===== src/rtl/bitonic_sort_64_descending_unit_macros.svh =====
// ---------------------------------------------------------------------------
// Assertion macros for the descending sort unit.
// Each macro expects a signal named clk and a signal named rst in scope.
// ---------------------------------------------------------------------------
`ifndef BITONIC_SORT_64_DESCENDING_UNIT_MACROS_SVH
`define BITONIC_SORT_64_DESCENDING_UNIT_MACROS_SVH

// Same-cycle implication, checked outside reset.
`define BSD_ASSERT_NOW(label, ante, cons, msg) \
  label: assert property (@(posedge clk) disable iff (rst) (ante) |-> (cons)) \
    else $error(msg);

// Next-cycle implication, checked outside reset.
`define BSD_ASSERT_NEXT(label, ante, cons, msg) \
  label: assert property (@(posedge clk) disable iff (rst) (ante) |=> (cons)) \
    else $error(msg);

`endif


===== src/rtl/bsd_pkg.sv =====
// ---------------------------------------------------------------------------
// bsd_pkg
// Shared types and defaults for the descending sort unit.
// ---------------------------------------------------------------------------
`default_nettype none

package bsd_pkg;

  // Default set size and word width.
  localparam int SORT_SIZE_DEF  = 64;
  localparam int DATA_WIDTH_DEF = 16;

  // Controller states: collecting words, or draining the sorted set.
  typedef enum logic {
    ST_LOAD,
    ST_EMIT
  } state_t;

  // Per-cycle command broadcast from the controller to every cell.
  typedef struct packed {
    logic insert;  // place the incoming word into the sorted chain
    logic shift;   // move every cell one place toward the output
  } cell_cmd_t;

endpackage

`default_nettype wire


===== src/rtl/bsd_cell.sv =====
// ---------------------------------------------------------------------------
// bsd_cell
// One slot of the sorting chain. It holds one word and a valid bit, and on
// an insert either keeps its word, takes the new word, or takes its upper
// neighbor's word; on a shift it takes its lower neighbor's word.
// ---------------------------------------------------------------------------
`default_nettype none

module bsd_cell #(
  parameter int DATA_WIDTH = bsd_pkg::DATA_WIDTH_DEF
) (
  input  wire logic                  clk,
  input  wire logic                  rst,
  input  wire bsd_pkg::cell_cmd_t    cmd,
  input  wire logic [DATA_WIDTH-1:0] new_value,
  input  wire logic [DATA_WIDTH-1:0] prev_value,
  input  wire logic                  prev_valid,
  input  wire logic                  prev_ins,
  input  wire logic [DATA_WIDTH-1:0] next_value,
  input  wire logic                  next_valid,
  output logic      [DATA_WIDTH-1:0] data,
  output logic                       valid,
  output logic                       ins
);

  import bsd_pkg::*;

  logic [DATA_WIDTH-1:0] data_next;
  logic                  valid_next;

  // The new word belongs at or above this slot when the slot is empty or
  // holds a smaller word. The chain stays sorted largest first.
  assign ins = !valid || (new_value > data);

  // Select the slot's next content.
  always_comb begin
    data_next  = data;
    valid_next = valid;
    if (cmd.shift) begin
      data_next  = next_value;
      valid_next = next_valid;
    end else if (cmd.insert && ins) begin
      if (prev_ins) begin
        // The slot above also moves down, so take its word.
        data_next  = prev_value;
        valid_next = prev_valid;
      end else begin
        // This is the insertion point.
        data_next  = new_value;
        valid_next = 1'b1;
      end
    end
  end

  // Valid bit is control state and is cleared by reset.
  always_ff @(posedge clk) begin
    if (rst) begin
      valid <= 1'b0;
    end else begin
      valid <= valid_next;
    end
  end

  // The word itself needs no reset.
  always_ff @(posedge clk) begin
    data <= data_next;
  end

endmodule

`default_nettype wire


===== src/rtl/bsd_ctrl.sv =====
// ---------------------------------------------------------------------------
// bsd_ctrl
// Sequencer for the sort unit: counts words of a set as they load, then
// drives the drain of the sorted set and flags its final word.
// ---------------------------------------------------------------------------
`default_nettype none

`include "bitonic_sort_64_descending_unit_macros.svh"

module bsd_ctrl #(
  parameter int SORT_SIZE = bsd_pkg::SORT_SIZE_DEF
) (
  input  wire logic               clk,
  input  wire logic               rst,
  input  wire logic               start,
  output logic                    busy,
  output logic                    strobe,
  output logic                    last,
  output bsd_pkg::cell_cmd_t      cmd
);

  import bsd_pkg::*;

  localparam int CNT_W = (SORT_SIZE > 1) ? $clog2(SORT_SIZE) : 1;
  localparam logic [CNT_W-1:0] CNT_LAST = CNT_W'(SORT_SIZE - 1);

  state_t           state;
  state_t           state_next;
  logic [CNT_W-1:0] fill_count;
  logic [CNT_W-1:0] fill_count_next;
  logic             accept;

  assign accept = start && !busy;

  // State and counter registers.
  always_ff @(posedge clk) begin
    if (rst) begin
      state      <= ST_LOAD;
      fill_count <= '0;
    end else begin
      state      <= state_next;
      fill_count <= fill_count_next;
    end
  end

  // Next state and outputs. The same counter tracks loaded words and then
  // emitted words.
  always_comb begin
    state_next      = state;
    fill_count_next = fill_count;
    busy            = 1'b0;
    strobe          = 1'b0;
    last            = 1'b0;
    cmd.insert      = 1'b0;
    cmd.shift       = 1'b0;
    unique case (state)
      ST_LOAD: begin
        cmd.insert = start;
        if (start) begin
          if (fill_count == CNT_LAST) begin
            fill_count_next = '0;
            state_next      = ST_EMIT;
          end else begin
            fill_count_next = fill_count + 1'b1;
          end
        end
      end
      ST_EMIT: begin
        busy      = 1'b1;
        strobe    = 1'b1;
        cmd.shift = 1'b1;
        if (fill_count == CNT_LAST) begin
          last            = 1'b1;
          fill_count_next = '0;
          state_next      = ST_LOAD;
        end else begin
          fill_count_next = fill_count + 1'b1;
        end
      end
      default: begin
        state_next = ST_LOAD;
      end
    endcase
  end

  // A completed set starts draining right away.
  `BSD_ASSERT_NEXT(a_full_set_drains, accept && (fill_count == CNT_LAST), strobe, "set did not drain")
  // Once a drain has begun it runs without gaps until the last word.
  `BSD_ASSERT_NEXT(a_drain_contiguous, strobe && !last, strobe, "gap in drain")
  // After the last word the unit takes input again.
  `BSD_ASSERT_NEXT(a_ready_after_last, last, !busy && !strobe, "not ready after last word")

endmodule

`default_nettype wire


===== src/rtl/bitonic_sort_64_descending_unit.sv =====
// ---------------------------------------------------------------------------
// bitonic_sort_64_descending_unit
// Sorts sets of SORT_SIZE unsigned words and returns each set largest first.
// ---------------------------------------------------------------------------
// Words enter one per cycle while busy is low: a word is taken on each rising
// edge with start high and busy low. Each word is placed into a chain of
// SORT_SIZE cells that keeps the collected words in descending order, so a
// set is already sorted when its final word lands. On the following cycle
// busy rises and the chain shifts toward the output until the set is out,
// presenting one word per cycle on sorted_value with strobe high, and last
// high on the final word. The receiver cannot stall; it must take each word
// in its strobe cycle. Equal words may come out in any order.
// ---------------------------------------------------------------------------
`default_nettype none

`include "bitonic_sort_64_descending_unit_macros.svh"

module bitonic_sort_64_descending_unit #(
  parameter int SORT_SIZE  = bsd_pkg::SORT_SIZE_DEF,
  parameter int DATA_WIDTH = bsd_pkg::DATA_WIDTH_DEF
) (
  input  wire logic                  clk,
  input  wire logic                  rst,
  input  wire logic                  start,
  output logic                       busy,
  input  wire logic [DATA_WIDTH-1:0] value,
  output logic [DATA_WIDTH-1:0]      sorted_value,
  output logic                       last,
  output logic                       strobe
);

  import bsd_pkg::*;

  cell_cmd_t             cmd;
  logic [DATA_WIDTH-1:0] cell_data  [SORT_SIZE];
  logic                  cell_valid [SORT_SIZE];
  logic                  cell_ins   [SORT_SIZE];

  // Sequencer.
  bsd_ctrl #(
    .SORT_SIZE (SORT_SIZE)
  ) u_ctrl (
    .clk    (clk),
    .rst    (rst),
    .start  (start),
    .busy   (busy),
    .strobe (strobe),
    .last   (last),
    .cmd    (cmd)
  );

  // Chain of cells; cell 0 holds the largest word and feeds the output.
  for (genvar i = 0; i < SORT_SIZE; i++) begin : g_cell
    logic [DATA_WIDTH-1:0] prev_value;
    logic                  prev_valid;
    logic                  prev_ins;
    logic [DATA_WIDTH-1:0] next_value;
    logic                  next_valid;

    if (i == 0) begin : g_head
      assign prev_value = '0;
      assign prev_valid = 1'b0;
      assign prev_ins   = 1'b0;
    end else begin : g_body
      assign prev_value = cell_data[i-1];
      assign prev_valid = cell_valid[i-1];
      assign prev_ins   = cell_ins[i-1];
    end

    if (i == SORT_SIZE - 1) begin : g_tail
      assign next_value = '0;
      assign next_valid = 1'b0;
    end else begin : g_link
      assign next_value = cell_data[i+1];
      assign next_valid = cell_valid[i+1];
    end

    bsd_cell #(
      .DATA_WIDTH (DATA_WIDTH)
    ) u_cell (
      .clk        (clk),
      .rst        (rst),
      .cmd        (cmd),
      .new_value  (value),
      .prev_value (prev_value),
      .prev_valid (prev_valid),
      .prev_ins   (prev_ins),
      .next_value (next_value),
      .next_valid (next_valid),
      .data       (cell_data[i]),
      .valid      (cell_valid[i]),
      .ins        (cell_ins[i])
    );

    if (i > 0) begin : g_chk
      // Occupied cells form an unbroken run from the head of the chain.
      `BSD_ASSERT_NOW(a_valid_packed, cell_valid[i], cell_valid[i-1], "hole in cell chain")
      // The chain stays sorted largest first.
      `BSD_ASSERT_NOW(a_descending, cell_valid[i], cell_data[i-1] >= cell_data[i], "chain out of order")
    end
  end

  // Output word comes straight from the head cell.
  assign sorted_value = cell_data[0];

  // Every emitted word comes from an occupied head cell.
  `BSD_ASSERT_NOW(a_emit_valid, strobe, cell_valid[0], "emitting from empty chain")

endmodule

`default_nettype wire

===== config.mk =====
export PLATFORM = sky130hd
export DESIGN_NAME = bitonic_sort_64_descending_unit
export DESIGN_NICKNAME = d
export VERILOG_FILES = /design/src/rtl/bsd_pkg.sv /design/src/rtl/bsd_cell.sv /design/src/rtl/bsd_ctrl.sv /design/src/rtl/bitonic_sort_64_descending_unit.sv
export VERILOG_INCLUDE_DIRS = /design/src /design/src/rtl
export SDC_FILE = /design/constraint.sdc
export NUM_CORES = 2
export LEC_CHECK = 0
export ABC_CLOCK_PERIOD_IN_PS = 9600
export BUFFER_PORTS_ARGS = -buffer_cell sky130_fd_sc_hd__buf_2
export CAP_MARGIN = 0
export CORE_ASPECT_RATIO = 0.5
export CORE_MARGIN = 4
export CORE_UTILIZATION = 45
export DETAILED_ROUTE_END_ITERATION = 10
export GPL_TIMING_DRIVEN = 0
export SLEW_MARGIN = 15
export SYNTH_ARGS = -nofsm -noshare
export SYNTH_HDL_FRONTEND = slang
export SYNTH_SLANG_ARGS = --single-unit

===== constraint.sdc =====
create_clock -name clk -period 9.6 [get_ports clk]
set_input_delay 0.48 -clock clk [delete_from_list [all_inputs] [get_ports clk]]
set_output_delay 0.48 -clock clk [all_outputs]
set_load 0.05 [all_outputs]

==> results.sh <==
export IMPL_cp_max_fo=10
export IMPL_r2r_end="g_cell[25].u_cell.data[2]"
export IMPL_total_power_mw=15.4
export IMPL_dieArea_sq_mm=0.194
export IMPL_ctsResizeCount=0
export IMPL_via_per_inst=7.23
export IMPL_setup_ws_ps=3210
export IMPL_met1_length_um=176000
export IMPL_grt_usage_pct=45.9
export IMPL_clk_latency_ps=810
export IMPL_fin_tns_setup_ps=0
export IMPL_synth_cells=8951
export IMPL_die_h_um=314
export IMPL_gp_congestion=1.05
export IMPL_worst_r2r_cell_count=8
export IMPL_grt_pass1_vias=77078
export IMPL_cts_buffer_depth=3
export IMPL_yosysSeqAreaShare_pct=38.1
export IMPL_syn_to_final_growth_pct=12.3
export IMPL_failed_checks="capacitance limit"
export IMPL_clkTransAtPathRegs_ps=70
export IMPL_setup_viol=0
export IMPL_synth_warnings=0
export IMPL_synth_commonest_cells="inv_1 (1044), ha_1 (1025), edfxtp_1 (1008)"
export IMPL_leakage_nw=39.2
export IMPL_first_iter_violations=15117
export IMPL_place_hpwl_um=348000
export IMPL_syn_area_sq_mm=0.0841
export IMPL_synth_enable_flop_cells=1008
export IMPL_drc=0
export IMPL_ctsHoldBuffers=0
export IMPL_r2r_start="u_ctrl.state"
export IMPL_core_sq_mm=0.184
export IMPL_port_buffers=36
export IMPL_tightest_slew_ps=1480
export IMPL_antenna_found_initial=66
export IMPL_post_route_min_period_ps=6390
export IMPL_hold_class="primary input to flop"
export IMPL_finalMaxSlewViolations=0
export IMPL_relSlewSlack_pct=0.986
export IMPL_min_delay_path_depth=5
export IMPL_synth_most_common_cell="inv_1"
export IMPL_post_route_cells_drive_above_1_share_pct=8.60
export IMPL_grt_pass1_wl_um=623000
export IMPL_htreeDepth=3
export IMPL_final_nets=10269
export IMPL_ios=38
export IMPL_place_ws_ps=3850
export IMPL_cts_buffers=112
export IMPL_clock_sinks=1095
export IMPL_skew_ps=62.8
export IMPL_max_freq_mhz=156
export IMPL_rrSetupSlack_ps=3360
export IMPL_fin_cells=11869
export IMPL_end_kind="output port"
export IMPL_dr_wl_met2_um=174000
export IMPL_grt_max_degree=44
export IMPL_ctsRootBufferMaster="clkbuf_16"
export IMPL_grt_ovfl_total=0
export IMPL_fillCellCount=17381
export IMPL_yosysTopAreaCell="edfxtp_1"
export IMPL_routed_top_layer="met5"
export IMPL_hold_viol=0
export IMPL_status="finished, violations left"
export IMPL_syn_num_nets=9995
export IMPL_period_share_pct=66.6
export IMPL_ys_flop_type="edfxtp_1"
export IMPL_powerDensity_mw_per_mm2=163
export IMPL_maxCapViolCount=1
export IMPL_worstHoldEndpoint="g_cell[40].u_cell.valid"
export IMPL_start_util_pct=45.6
export IMPL_rsz0062_at_grt="no"
export IMPL_postCtsSetupBuffers=0
export IMPL_dp_cells=11597
export IMPL_cp_arrival_ps=5910
export IMPL_criticalPathCategory="flop to output port"
export IMPL_firstDrtPassIters=10
export IMPL_cts_tree="yes"
export IMPL_synth_area_top_cells="edfxtp_1 (36%), ha_1 (15%), a22oi_1 (5.3%)"
export IMPL_synthArstFlopShare_pct=0
export IMPL_min_from="start"
export IMPL_start_kind="flop"
export IMPL_synth_cell_types=90
export IMPL_wl_um=464000
export IMPL_antenna_left=0
export IMPL_synth_area_per_cell_sq_um=9.40
export IMPL_ir_drop_mv=0.147
export IMPL_die_width_um=619
export IMPL_num_rows=111
export IMPL_vias=85788
export IMPL_cp_required_ps=9120
export IMPL_wl_met3_um=78100
export IMPL_wl_per_cell_um=39.1
export IMPL_synth_seq_cells=1095
export IMPL_netlist_area_leader_share_pct=36.0
## layer usage
layer,GRT usage [%],up-vias
met4,29.2,36
met5,0.840,-
met2,60.0,7181
li1,-,35311
met1,60.4,41769
met3,20.7,1491
## layout make-up
type,count,area (sq um),area share [%]
Clock buffer,148,3080,3.26
Clock inverter,63,739,0.783
Multi-Input combinational cell,6116,45700,48.4
Antenna cell,61,153,0.162
Timing Repair Buffer,160,2790,2.95
Buffer,693,2940,3.11
Sequential cell,1095,32000,33.9
Tap cell,2486,3110,3.29
Inverter,1047,3940,4.17
## worst max-delay path, stage by stage (launching register included)
cell and delay, ps:
dfxtp_1 1100, clkinv_1 1020, clkbuf_2 680, clkbuf_2 710, clkbuf_2 630, nor3_1 580, buf_2 360
## layout by cell type (no fill, tap or decap), types with 36 or more instances in the layout
master / netlist / layout
a21o_1: 99 / 99
a221oi_1: 75 / 75
nor4_1: 54 / 52
a31oi_1: 486 / 484
a21oi_1: 641 / 611
a2111oi_0: 53 / 53
nand4_1: 204 / 204
o211ai_1: 68 / 68
a2bb2oi_1: 62 / 62
clkbuf_16: 0 / 116
a22oi_1: 595 / 595
edfxtp_1: 1008 / 1008
ha_1: 1025 / 1025
o221a_2: 101 / 101
buf_2: 70 / 97
nand2_1: 316 / 316
o22ai_1: 45 / 45
o21ai_0: 643 / 639
a2111o_1: 65 / 65
mux2i_1: 148 / 148
nor3_1: 73 / 73
o32ai_1: 36 / 36
dfxtp_1: 87 / 87
diode_2: 0 / 61
inv_1: 1044 / 1043
buf_6: 3 / 47
a211oi_1: 85 / 85
nor2b_1: 82 / 82
a221o_1: 70 / 70
buf_12: 0 / 38
nand3_1: 260 / 260
nor2_1: 322 / 312
and3_1: 62 / 62
buf_16: 0 / 46
clkbuf_2: 1 / 129
clkbuf_1: 573 / 465
## metrics by stage
| stage | hold WS, ps | cell area [sq um] | utilization [%] |
|---|---|---|---|
| 2_1_floorplan | 449 | 84100 | - |
| 3_3_place_gp | 466 | 87400 | 47.4 |
| 3_5_place_dp | 470 | 90400 | 49.0 |
| 4_1_cts | 279 | 94300 | 51.1 |
| 5_1_grt | 314 | 94300 | 51.1 |
| 6_report | 346 | 94400 | 51.2 |
## worst max-delay path by stage
stage | end | start | slack [ps]
4_1_cts | last | u_ctrl.state | 3330
5_1_grt | last | u_ctrl.state | 3620
3_5_place_dp | g_cell[58].u_cell.data[12] | u_ctrl.state | 3850
2_1_floorplan | g_cell[6].u_cell.data[0] | value[0] | 4750
6_report | last | u_ctrl.state | 3210
3_3_place_gp | g_cell[6].u_cell.data[5] | value[0] | 670
## where the power goes
part	switching, mW	total, mW	internal (mW)
Sequential	0.544	6.41	5.87
Clock	2.25	4.93	2.69
Combinational	2.70	4.06	1.35
Total	5.50	15.4	9.91
## state kept, by name, summed over array words and instances, names as in the netlist
register	cells
u_ctrl.fill_count	6
g_cell.u_cell.data	1024
u_ctrl.state	1
g_cell.u_cell.valid	64
## cells by family after synthesis
kind of cell    share of synthesized area (%)
compound gates                           27.8
xor+xnor                               0.0208
fa+ha+maj                                15.2
buf+inv                                  7.94
flops                                    38.1
mux                                      1.84
simple gates                             9.13
No activity file was read; power rests on OpenSTA's default activity.
